--- config.mk ---
export PLATFORM = sky130hd
export DESIGN_NAME = interrupt_level_demux
export DESIGN_NICKNAME = d
export VERILOG_FILES = /design/src/hdl/ild_pkg.sv /design/src/hdl/interrupt_level_demux.sv /design/src/hdl/ild_front.sv /design/src/hdl/ild_queue.sv /design/src/hdl/ild_back.sv
export SDC_FILE = /design/constraint.sdc
export NUM_CORES = 2
export LEC_CHECK = 0
export ABC_CLOCK_PERIOD_IN_PS = 5150
export BUFFER_PORTS_ARGS = -buffer_cell sky130_fd_sc_hd__buf_2
export CORE_ASPECT_RATIO = 1.4
export CORE_MARGIN = 2
export CORE_UTILIZATION = 25
export CTS_CLUSTER_DIAMETER = 30
export DETAILED_ROUTE_END_ITERATION = 8
export PLACE_DENSITY_LB_ADDON = 0.08
export SLEW_MARGIN = 20
export SYNTH_ARGS = -nofsm -noshare
export SYNTH_HDL_FRONTEND = slang
export SYNTH_HIERARCHICAL = 1
export SYNTH_SLANG_ARGS = --single-unit
--- constraint.sdc ---
create_clock -name clk -period 5.15 [get_ports clk]
set_input_delay 0.7725 -clock clk [delete_from_list [all_inputs] [get_ports clk]]
set_output_delay 0.7725 -clock clk [all_outputs]
set_load 0.05 [all_outputs]
--- src/hdl/ild_pkg.sv ---
// shared types, constants and codes for the interrupt level demux
`timescale 1ns / 1ps

package ild_pkg;

    localparam int NUM_LINES_DEF  = 128;
    localparam int BANK_WIDTH_DEF = 32;
    localparam int QUEUE_DEPTH    = 2;

    localparam int KIND_W        = 3;
    localparam int LINE_W        = 7;
    localparam int VALUE_W       = 4;
    localparam int LEVEL_W       = 4;
    localparam int PRIO_W        = 4;
    localparam int IN_TDATA_W    = 16;
    localparam int OUT_TDATA_W   = 8;

    localparam logic [PRIO_W-1:0] TOP_PRIORITY   = 4'd14;
    localparam logic [PRIO_W-1:0] RESET_PRIORITY = 4'd7;

    // item kinds as they arrive on tuser
    localparam logic [KIND_W-1:0] KIND_LEVEL  = 3'd0;
    localparam logic [KIND_W-1:0] KIND_ENABLE = 3'd1;
    localparam logic [KIND_W-1:0] KIND_PRIO   = 3'd2;
    localparam logic [KIND_W-1:0] KIND_POL    = 3'd3;
    localparam logic [KIND_W-1:0] KIND_CLEAR  = 3'd4;
    localparam logic [KIND_W-1:0] KIND_DEMUX  = 3'd5;

    typedef enum logic [2:0] {
        OP_LEVEL,
        OP_ENABLE,
        OP_PRIO,
        OP_POL,
        OP_CLEAR,
        OP_DEMUX
    } op_t;

    typedef struct packed {
        op_t                op;
        logic [LINE_W-1:0]  line;
        logic [VALUE_W-1:0] value;
        logic [PRIO_W-1:0]  want;
        logic               search;
    } cmd_t;

    typedef enum logic [1:0] {
        ST_IDLE,
        ST_SCAN,
        ST_FLUSH
    } back_state_t;

endpackage

--- src/hdl/interrupt_level_demux.sv ---
// top level of the interrupt level demux
// Usage:
//   Items come in on the s_axis group: tuser carries the kind (level report,
//   enable, priority or polarity write, status clear, demux), tdata the line,
//   value and cpu level. Results leave on the m_axis group, one per bank that
//   yields a line for a demux, or one spurious result; tlast marks the final
//   result of each demux, tuser[0] is set when a line was dispatched.
//   The front end decodes items into a two-entry command queue, so the input
//   keeps moving while the back end scans. Items with an out-of-range line
//   or an unknown kind are taken and dropped.
//   A write, clear or level item is done in idle with one row write. A demux
//   starts in idle, then scans one bank row a cycle (NUM_BANKS = 4 by default)
//   through the shared row read and priority encoder, waiting while a new hit
//   cannot push out the held line, and then issues the final result; the scan
//   is skipped when cpu_level is above the top priority.
//   Reset clears all pending, enable and polarity bits, sets every priority
//   to seven and empties the queue and the result register.
//   When the receiver stalls, the result register holds its item and the
//   scan waits at the next hit; the queue then fills and tready drops.
`timescale 1ns / 1ps

module interrupt_level_demux
    import ild_pkg::*;
#(
    parameter int NUM_LINES  = NUM_LINES_DEF,
    parameter int BANK_WIDTH = BANK_WIDTH_DEF
)
(
    input  logic                   clk,
    input  logic                   rst_n,
    input  logic                   s_axis_tvalid,
    output logic                   s_axis_tready,
    input  logic [IN_TDATA_W-1:0]  s_axis_tdata,  // line[6:0], value[10:7], cpu_level[14:11], pad
    input  logic [KIND_W-1:0]      s_axis_tuser,  // kind[2:0]
    output logic                   m_axis_tvalid,
    input  logic                   m_axis_tready,
    output logic [OUT_TDATA_W-1:0] m_axis_tdata,  // dispatched_line[6:0], pad
    output logic [0:0]             m_axis_tuser,  // found[0]
    output logic                   m_axis_tlast
);

    cmd_t              front_cmd;
    cmd_t              queue_cmd;
    logic              front_push;
    logic              queue_full;
    logic              queue_empty;
    logic              back_pop;
    logic [LINE_W-1:0] res_line;

    ild_front #(
        .NUM_LINES (NUM_LINES)
    ) u_front (
        .in_valid  (s_axis_tvalid),
        .in_ready  (s_axis_tready),
        .kind      (s_axis_tuser),
        .line      (s_axis_tdata[LINE_W-1:0]),
        .value     (s_axis_tdata[LINE_W+VALUE_W-1:LINE_W]),
        .cpu_level (s_axis_tdata[LINE_W+VALUE_W+LEVEL_W-1:LINE_W+VALUE_W]),
        .q_full    (queue_full),
        .push      (front_push),
        .cmd       (front_cmd)
    );

    ild_queue #(
        .DEPTH (QUEUE_DEPTH)
    ) u_queue (
        .clk     (clk),
        .rst_n   (rst_n),
        .push    (front_push),
        .cmd_in  (front_cmd),
        .full    (queue_full),
        .pop     (back_pop),
        .empty   (queue_empty),
        .cmd_out (queue_cmd)
    );

    ild_back #(
        .NUM_LINES  (NUM_LINES),
        .BANK_WIDTH (BANK_WIDTH)
    ) u_back (
        .clk       (clk),
        .rst_n     (rst_n),
        .q_empty   (queue_empty),
        .q_cmd     (queue_cmd),
        .pop       (back_pop),
        .out_valid (m_axis_tvalid),
        .out_ready (m_axis_tready),
        .out_line  (res_line),
        .out_found (m_axis_tuser[0]),
        .out_last  (m_axis_tlast)
    );

    assign m_axis_tdata = {{(OUT_TDATA_W - LINE_W){1'b0}}, res_line};

endmodule

--- src/hdl/ild_front.sv ---
// front end: accepts items, drops the ones with no effect and decodes the rest
`timescale 1ns / 1ps

module ild_front
    import ild_pkg::*;
#(
    parameter int NUM_LINES = NUM_LINES_DEF
)
(
    input  logic               in_valid,
    output logic               in_ready,
    input  logic [KIND_W-1:0]  kind,
    input  logic [LINE_W-1:0]  line,
    input  logic [VALUE_W-1:0] value,
    input  logic [LEVEL_W-1:0] cpu_level,
    input  logic               q_full,
    output logic               push,
    output cmd_t               cmd
);

    logic keep;
    logic in_range;

    assign in_range = int'(line) < NUM_LINES;
    assign in_ready = !q_full;

    always_comb
    begin
        keep       = 1'b0;
        cmd.op     = OP_DEMUX;
        cmd.line   = line;
        cmd.value  = value;
        cmd.want   = TOP_PRIORITY - cpu_level;
        cmd.search = (cpu_level <= TOP_PRIORITY);
        unique case (kind)
            KIND_LEVEL:
            begin
                keep   = in_range;
                cmd.op = OP_LEVEL;
            end
            KIND_ENABLE:
            begin
                keep   = in_range;
                cmd.op = OP_ENABLE;
            end
            KIND_PRIO:
            begin
                keep   = in_range;
                cmd.op = OP_PRIO;
            end
            KIND_POL:
            begin
                keep   = in_range;
                cmd.op = OP_POL;
            end
            KIND_CLEAR:
            begin
                keep   = in_range;
                cmd.op = OP_CLEAR;
            end
            KIND_DEMUX:
            begin
                keep   = 1'b1;
                cmd.op = OP_DEMUX;
            end
            default:
            begin
                keep = 1'b0;
            end
        endcase
    end

    // dropped items are still taken off the bus
    assign push = in_valid && in_ready && keep;

endmodule

--- src/hdl/ild_queue.sv ---
// short command queue between front and back end
`timescale 1ns / 1ps

module ild_queue
    import ild_pkg::*;
#(
    parameter int DEPTH = QUEUE_DEPTH
)
(
    input  logic clk,
    input  logic rst_n,
    input  logic push,
    input  cmd_t cmd_in,
    output logic full,
    input  logic pop,
    output logic empty,
    output cmd_t cmd_out
);

    localparam int PTR_W = (DEPTH > 1) ? $clog2(DEPTH) : 1;
    localparam int CNT_W = $clog2(DEPTH + 1);

    cmd_t             slots_reg [DEPTH];
    logic [PTR_W-1:0] wr_ptr_reg, wr_ptr_next;
    logic [PTR_W-1:0] rd_ptr_reg, rd_ptr_next;
    logic [CNT_W-1:0] count_reg, count_next;
    logic             do_push;
    logic             do_pop;

    assign full    = (count_reg == CNT_W'(DEPTH));
    assign empty   = (count_reg == '0);
    assign do_push = push && !full;
    assign do_pop  = pop && !empty;
    assign cmd_out = slots_reg[rd_ptr_reg];

    always_comb
    begin
        wr_ptr_next = wr_ptr_reg;
        rd_ptr_next = rd_ptr_reg;
        count_next  = count_reg;
        if (do_push)
        begin
            wr_ptr_next = (wr_ptr_reg == PTR_W'(DEPTH - 1)) ? '0 : wr_ptr_reg + 1'b1;
        end
        if (do_pop)
        begin
            rd_ptr_next = (rd_ptr_reg == PTR_W'(DEPTH - 1)) ? '0 : rd_ptr_reg + 1'b1;
        end
        if (do_push && !do_pop)
        begin
            count_next = count_reg + 1'b1;
        end
        else if (do_pop && !do_push)
        begin
            count_next = count_reg - 1'b1;
        end
    end

    always_ff @(posedge clk or negedge rst_n)
    begin
        if (!rst_n)
        begin
            wr_ptr_reg <= '0;
            rd_ptr_reg <= '0;
            count_reg  <= '0;
        end
        else
        begin
            wr_ptr_reg <= wr_ptr_next;
            rd_ptr_reg <= rd_ptr_next;
            count_reg  <= count_next;
        end
    end

    always_ff @(posedge clk)
    begin
        if (do_push)
        begin
            slots_reg[wr_ptr_reg] <= cmd_in;
        end
    end

endmodule

--- src/hdl/ild_back.sv ---
// back end: per-line settings, bank scan and result register
`timescale 1ns / 1ps

module ild_back
    import ild_pkg::*;
#(
    parameter int NUM_LINES  = NUM_LINES_DEF,
    parameter int BANK_WIDTH = BANK_WIDTH_DEF
)
(
    input  logic                   clk,
    input  logic                   rst_n,
    input  logic                   q_empty,
    input  cmd_t                   q_cmd,
    output logic                   pop,
    output logic                   out_valid,
    input  logic                   out_ready,
    output logic [LINE_W-1:0]      out_line,
    output logic                   out_found,
    output logic                   out_last
);

    localparam int NUM_BANKS = (NUM_LINES + BANK_WIDTH - 1) / BANK_WIDTH;
    localparam int BANK_W    = (NUM_BANKS > 1) ? $clog2(NUM_BANKS) : 1;
    localparam int OFF_W     = $clog2(BANK_WIDTH);
    localparam int LUT_DEPTH = 1 << LINE_W;

    // settings held one bank row per entry
    logic [BANK_WIDTH-1:0]             pend_reg [NUM_BANKS];
    logic [BANK_WIDTH-1:0]             en_reg   [NUM_BANKS];
    logic [BANK_WIDTH-1:0]             pol_reg  [NUM_BANKS];
    logic [BANK_WIDTH-1:0][PRIO_W-1:0] prio_reg [NUM_BANKS];

    logic [BANK_WIDTH-1:0]             pend_row, pend_row_next;
    logic [BANK_WIDTH-1:0]             en_row,   en_row_next;
    logic [BANK_WIDTH-1:0]             pol_row,  pol_row_next;
    logic [BANK_WIDTH-1:0][PRIO_W-1:0] prio_row, prio_row_next;
    logic                              row_we;
    logic [BANK_W-1:0]                 row_sel;

    logic [BANK_W-1:0] bank_lut [LUT_DEPTH];
    logic [OFF_W-1:0]  off_lut  [LUT_DEPTH];
    logic [LINE_W-1:0] base_lut [NUM_BANKS];

    back_state_t       state_reg, state_next;
    logic [BANK_W-1:0] scan_bank_reg, scan_bank_next;
    logic [PRIO_W-1:0] want_reg, want_next;
    logic              held_valid_reg, held_valid_next;
    logic [LINE_W-1:0] held_line_reg, held_line_next;

    logic              out_valid_reg, out_valid_next;
    logic [LINE_W-1:0] out_line_reg, out_line_next;
    logic              out_found_reg, out_found_next;
    logic              out_last_reg, out_last_next;
    logic              out_load;
    logic              slot_free;

    logic [BANK_W-1:0]     cmd_bank;
    logic [OFF_W-1:0]      cmd_off;
    logic [BANK_WIDTH-1:0] hit_vec;
    logic                  hit_any;
    logic [OFF_W-1:0]      hit_off;
    logic [LINE_W-1:0]     hit_line;

    // line to bank and offset, worked out at elaboration
    for (genvar i = 0; i < LUT_DEPTH; i++)
    begin : g_line_lut
        assign bank_lut[i] = BANK_W'(i / BANK_WIDTH);
        assign off_lut[i]  = OFF_W'(i % BANK_WIDTH);
    end

    for (genvar b = 0; b < NUM_BANKS; b++)
    begin : g_base_lut
        assign base_lut[b] = LINE_W'(b * BANK_WIDTH);
    end

    assign cmd_bank = bank_lut[q_cmd.line];
    assign cmd_off  = off_lut[q_cmd.line];
    assign row_sel  = (state_reg == ST_SCAN) ? scan_bank_reg : cmd_bank;

    assign pend_row = pend_reg[row_sel];
    assign en_row   = en_reg[row_sel];
    assign pol_row  = pol_reg[row_sel];
    assign prio_row = prio_reg[row_sel];

    always_comb
    begin
        for (int k = 0; k < BANK_WIDTH; k++)
        begin
            hit_vec[k] = pend_row[k] && en_row[k] && (prio_row[k] == want_reg);
        end
    end

    // lowest matching line in the row
    always_comb
    begin
        hit_off = '0;
        for (int k = BANK_WIDTH - 1; k >= 0; k--)
        begin
            if (hit_vec[k])
            begin
                hit_off = OFF_W'(k);
            end
        end
    end

    assign hit_any   = |hit_vec;
    assign hit_line  = base_lut[scan_bank_reg] + LINE_W'(hit_off);
    assign slot_free = !out_valid_reg || out_ready;

    always_comb
    begin
        state_next      = state_reg;
        scan_bank_next  = scan_bank_reg;
        want_next       = want_reg;
        held_valid_next = held_valid_reg;
        held_line_next  = held_line_reg;
        pend_row_next   = pend_row;
        en_row_next     = en_row;
        pol_row_next    = pol_row;
        prio_row_next   = prio_row;
        row_we          = 1'b0;
        pop             = 1'b0;
        out_load        = 1'b0;
        out_line_next   = out_line_reg;
        out_found_next  = out_found_reg;
        out_last_next   = out_last_reg;
        unique case (state_reg)
            ST_IDLE:
            begin
                if (!q_empty)
                begin
                    pop    = 1'b1;
                    row_we = (q_cmd.op != OP_DEMUX);
                    unique case (q_cmd.op)
                        OP_LEVEL:
                        begin
                            if (q_cmd.value[0] != pol_row[cmd_off])
                            begin
                                pend_row_next[cmd_off] = 1'b1;
                            end
                        end
                        OP_ENABLE:
                        begin
                            en_row_next[cmd_off] = q_cmd.value[0];
                        end
                        OP_PRIO:
                        begin
                            prio_row_next[cmd_off] = q_cmd.value;
                        end
                        OP_POL:
                        begin
                            pol_row_next[cmd_off] = q_cmd.value[0];
                        end
                        OP_CLEAR:
                        begin
                            pend_row_next[cmd_off] = 1'b0;
                        end
                        OP_DEMUX:
                        begin
                            held_valid_next = 1'b0;
                            scan_bank_next  = '0;
                            want_next       = q_cmd.want;
                            state_next      = q_cmd.search ? ST_SCAN : ST_FLUSH;
                        end
                        default:
                        begin
                            row_we = 1'b0;
                        end
                    endcase
                end
            end
            ST_SCAN:
            begin
                // a new hit pushes the previous one out, not yet known to be final
                if (!hit_any || !held_valid_reg || slot_free)
                begin
                    if (hit_any)
                    begin
                        row_we                 = 1'b1;
                        pend_row_next[hit_off] = 1'b0;
                        held_valid_next        = 1'b1;
                        held_line_next         = hit_line;
                        if (held_valid_reg)
                        begin
                            out_load       = 1'b1;
                            out_line_next  = held_line_reg;
                            out_found_next = 1'b1;
                            out_last_next  = 1'b0;
                        end
                    end
                    if (scan_bank_reg == BANK_W'(NUM_BANKS - 1))
                    begin
                        state_next = ST_FLUSH;
                    end
                    else
                    begin
                        scan_bank_next = scan_bank_reg + 1'b1;
                    end
                end
            end
            ST_FLUSH:
            begin
                if (slot_free)
                begin
                    out_load        = 1'b1;
                    out_line_next   = held_valid_reg ? held_line_reg : '0;
                    out_found_next  = held_valid_reg;
                    out_last_next   = 1'b1;
                    held_valid_next = 1'b0;
                    state_next      = ST_IDLE;
                end
            end
            default:
            begin
                state_next = ST_IDLE;
            end
        endcase
    end

    assign out_valid_next = out_load || (out_valid_reg && !out_ready);

    always_ff @(posedge clk or negedge rst_n)
    begin
        if (!rst_n)
        begin
            state_reg      <= ST_IDLE;
            scan_bank_reg  <= '0;
            held_valid_reg <= 1'b0;
            out_valid_reg  <= 1'b0;
            for (int b = 0; b < NUM_BANKS; b++)
            begin
                pend_reg[b] <= '0;
                en_reg[b]   <= '0;
                pol_reg[b]  <= '0;
                prio_reg[b] <= {BANK_WIDTH{RESET_PRIORITY}};
            end
        end
        else
        begin
            state_reg      <= state_next;
            scan_bank_reg  <= scan_bank_next;
            held_valid_reg <= held_valid_next;
            out_valid_reg  <= out_valid_next;
            if (row_we)
            begin
                pend_reg[row_sel] <= pend_row_next;
                en_reg[row_sel]   <= en_row_next;
                pol_reg[row_sel]  <= pol_row_next;
                prio_reg[row_sel] <= prio_row_next;
            end
        end
    end

    always_ff @(posedge clk)
    begin
        want_reg      <= want_next;
        held_line_reg <= held_line_next;
        if (out_load)
        begin
            out_line_reg  <= out_line_next;
            out_found_reg <= out_found_next;
            out_last_reg  <= out_last_next;
        end
    end

    assign out_valid = out_valid_reg;
    assign out_line  = out_line_reg;
    assign out_found = out_found_reg;
    assign out_last  = out_last_reg;

    a_idle_no_held: assert property (@(posedge clk) disable iff (!rst_n)
        state_reg == ST_IDLE |-> !held_valid_reg)
        else $error("held result left over outside a demux");

    a_load_free: assert property (@(posedge clk) disable iff (!rst_n)
        out_load |-> slot_free)
        else $error("result register overwritten while occupied");

    a_bank_range: assert property (@(posedge clk) disable iff (!rst_n)
        state_reg == ST_SCAN |-> int'(scan_bank_reg) < NUM_BANKS)
        else $error("scan bank out of range");

    a_spurious_last: assert property (@(posedge clk) disable iff (!rst_n)
        out_valid_reg && !out_found_reg |-> out_last_reg)
        else $error("spurious result not marked final");

endmodule
==> qor.txt <==
status: finished with violations
violated checks: setup timing
EDFF count, synth: 58
power per unit of standard cell area: 567 nW/µm²
maximum clock frequency: 186 MHz
synthesized net count: 4,544
layout cell share with drive strength beyond 1: 33.2%
most prevalent standard cell on the critical path: sky130_fd_sc_hd__buf_4
Skew-Pair Late Insertion Delay: 0.81 ns
number of maximum-capacitance violations: 0
Cell Area, Synth: 48,000 µm²
CP Launch Type: flop
core area: 191,000 µm²
CTS Hold Bufs: 0
wire length per cell: 24.0 µm
relative max-transition margin: 25.9%
DR vias/cell: 4.67
Critical Path Sink Type: flop
grt ovf: 0
Largest stage delay, worst path: 0.59 ns
P&R area growth vs syn: 36.5%
Slew Viols, Final: 0
Final min period: 5.37 ns
Fin Clk Skew: 0.0504 ns
# IOs: 35
Die Y: 522 µm
number of unique standard cell types used by synthesis: 83
weighted congestion at the end of routability-driven global placement: 0.818
utilization after layout: 34.3%
antenna violations before repair: 3
ys flop type: sky130_fd_sc_hd__dfrtp_1
All-Layer GR Usage: 18.6%
depth of the most critical reg-to-reg path: 22
final layout net count: 5,100
standby leakage power: 26.2 nW
cell area after placement: 54,000 µm²
first-pass iteration count of the detailed router: 5
Cell Chain, Critical Path: inv_2, ha_4, buf_12, mux2_8, buf_12, buf_4, mux4_2, xor2_1, nor4_1, buf_4, buf_6, or4_4, nand2b_4, or4_4, a32oi_4, buf_4, or3_4, buf_12, buf_16, buf_4, buf_4, o21ai_0
flip-flop count of the largest register, all copies and words added: 512
fraction of the cycle the final worst path needs: 104%
proportion of synthesized flip-flops having asynchronous set or reset: 94.0%
Die Footprint: 195,000 µm²
crit path max fanout: 8
Worst Path Required: 5.82 ns
count of H-tree levels built during CTS: 5
synth warn: 6
final hold slack: 0.0975 ns
unrepaired setup endpoints after global routing: yes
type of the worst setup path: reg -> reg
peak ir drop on the vdd network: 345 µV
worst endpoint data arrival time: 6.03 ns
total setup violations reported at the end of the flow: 857
clock tree from TritonCTS: built
final cell count without fillers: 7,774
clock root buffer master: sky130_fd_sc_hd__clkbuf_16
ANT nets after route: 0
detailed-route via count: 36,300
maximum number of pins on one net before global-route repair: 121
Final Cell Area: 65,500 µm²
class of the most critical hold timing path: in -> async
TritonCTS buffer count: 267
Final Hold Fails: 0
clock buffer depth: 4
fraction of the yosys area taken by sequential cells: 51.9%
wire length of the first global-routing pass: 271,000 µm
initial core utilization: 25.1%
worst setup slack before clock tree synthesis: -0.602 ns
placed cell count: 7,165
number of buffers inserted by port buffering: 32
number of fillers in the final layout: 19,600
cell count along the critical path: 22
least setup slack across all paths after layout: -0.218 ns
vias in the first global route: 38,800
count of mapped cells out of synthesis: 4,513
mean post-synth cell area: 10.6 µm²
# rows: 190
overall power: 37.1 mW
CTS Sinks: 964
Final TNS setup: -94.91 ns
category of cells accounting for the largest share of critical-path delay: buffers and inverters
flop and latch count out of synthesis: 964
post-DP HPWL: 118,000 µm
DRC errors left: 0
DRT Wirelength: 186,000 µm
First DRT Iteration DRCs: 1,959
die width: 374 µm
library cell contributing the largest single delay on the critical path: sky130_fd_sc_hd__or4_4
worst-margin pin slew: 1.11 ns
sum of buffers and inverters on the critical path: 11
Clock Pin Slew Worst Setup and Hold Paths: 0.05 ns
[power by group]
| part | total, mW | switching (mW) | internal, mW |
|---|---|---|---|
| clock network | 16.6 | 4.97 | 11.6 |
| logic | 11.7 | 6.97 | 4.69 |
| registers | 8.88 | 0.360 | 8.52 |
[cell usage after synthesis, types with 5 or more instances]
cell / n / area share (%)
sky130_fd_sc_hd__mux2i_1: 399 / 8.3
sky130_fd_sc_hd__ha_1: 8 / 0.21
sky130_fd_sc_hd__buf_6: 43 / 1.0
sky130_fd_sc_hd__nand4_1: 8 / 0.10
sky130_fd_sc_hd__nand2b_1: 11 / 0.14
sky130_fd_sc_hd__a211oi_1: 5 / 0.078
sky130_fd_sc_hd__inv_1: 16 / 0.13
sky130_fd_sc_hd__nor3_1: 77 / 0.80
sky130_fd_sc_hd__o41ai_1: 6 / 0.11
sky130_fd_sc_hd__edfxtp_1: 58 / 3.6
sky130_fd_sc_hd__o21ai_0: 754 / 7.9
sky130_fd_sc_hd__dfrtp_1: 522 / 27
sky130_fd_sc_hd__mux2_4: 6 / 0.19
sky130_fd_sc_hd__nor4_2: 12 / 0.31
sky130_fd_sc_hd__a21oi_1: 47 / 0.49
sky130_fd_sc_hd__mux4_2: 145 / 6.8
sky130_fd_sc_hd__clkbuf_1: 132 / 1.0
sky130_fd_sc_hd__and2_1: 15 / 0.20
sky130_fd_sc_hd__buf_2: 58 / 0.61
sky130_fd_sc_hd__buf_4: 90 / 1.4
sky130_fd_sc_hd__a31o_2: 8 / 0.15
sky130_fd_sc_hd__mux2_1: 19 / 0.45
sky130_fd_sc_hd__xnor2_1: 42 / 0.77
sky130_fd_sc_hd__nor2_1: 207 / 1.6
sky130_fd_sc_hd__and3_1: 16 / 0.21
sky130_fd_sc_hd__nor4_1: 25 / 0.33
sky130_fd_sc_hd__a31oi_1: 44 / 0.57
sky130_fd_sc_hd__o211ai_1: 12 / 0.19
sky130_fd_sc_hd__buf_12: 7 / 0.29
sky130_fd_sc_hd__xor2_1: 93 / 1.7
sky130_fd_sc_hd__nand3_1: 46 / 0.48
sky130_fd_sc_hd__buf_1: 19 / 0.15
sky130_fd_sc_hd__o22ai_1: 10 / 0.13
sky130_fd_sc_hd__o21ai_1: 116 / 1.2
sky130_fd_sc_hd__a22oi_1: 6 / 0.094
sky130_fd_sc_hd__nor2b_1: 12 / 0.16
sky130_fd_sc_hd__dfstp_2: 384 / 21
sky130_fd_sc_hd__mux2_2: 39 / 0.92
sky130_fd_sc_hd__nand2_1: 905 / 7.1
sky130_fd_sc_hd__o21a_1: 6 / 0.094
sky130_fd_sc_hd__or3_1: 11 / 0.14
[logic make-up after synthesis]
logic type	after synthesis	share of synthesized area [%]
other cells	1	0.00782
mux	611	16.8
xor+xnor	136	2.50
fa+ha+maj	8	0.209
compound gates	1049	11.7
buf+inv	372	4.75
simple gates	1372	12.1
flops	964	51.9
[final timing paths]
check	from	end	slack, ns
worst min register to register	u_back/prio_reg[328]$_DFFE_PN1P_	u_back/prio_reg[328]$_DFFE_PN1P_	0.46
min in group clk	s_axis_tdata[4]	u_queue/slots_reg[1][13]$_DFFE_PP_	0.17
worst min-delay path	rst_n	u_back/en_reg[80]$_DFFE_PN0P_	0.1
worst max register to register	u_back/state_reg[1]$_DFFE_PN0P_	u_back/pol_reg[32]$_DFFE_PN0P_	-0.22
worst max-delay path	u_back/state_reg[1]$_DFFE_PN0P_	u_back/pol_reg[32]$_DFFE_PN0P_	-0.22
max in group asynchronous	rst_n	u_back/en_reg[2]$_DFFE_PN0P_	3.77
[repair_timing]
action / 4_1_cts / 5_1_grt
buffers inserted: 50 / 59
cloned: 16 / 13
endpoints found under the setup margin: 901 / 895
pin swaps: 8 / 17
gates resized for setup: 64 / 89
[area by class of cell]
type,count,area (µm²),share of cell area [%]
Clock inverter,111,1390,2.12
Antenna cell,2,5.00,0.00764
Tap cell,2496,3120,4.77
Timing Repair Buffer,641,7030,10.7
Inverter,17,63.8,0.0974
Sequential cell,964,24900,38.0
Clock buffer,365,7610,11.6
Multi-Input combinational cell,3178,21400,32.6
[per-layer routing]
layer  vias to the layer above  share of wire (%)  global-route usage, %
li1                      17100                  -                      -
met4                         0                2.7                   5.56
met2                       668                 52                   33.4
met1                     18300                 42                   23.1
met5                         -                  0                      0
met3                       278                3.3                   2.48
[layout by cell type, fill, tap and decap left out, drive strengths merged, types with 8 or more instances in the layout]
master,instances
a21oi,47
a31o,9
a31oi,46
and2,16
and3,16
buf,623
bufinv,28
clkbuf,377
clkinv,61
clkinvlp,14
dfrtp,522
dfstp,384
edfxtp,58
ha,8
inv,25
mux2,65
mux2i,399
mux4,148
nand2,905
nand2b,11
nand3,49
nand4,9
nor2,207
nor2b,12
nor3,77
nor4,39
o211ai,12
o21ai,870
o22ai,10
or3,12
xnor2,42
xor2,94
Power figures use the tool's default switching activity.
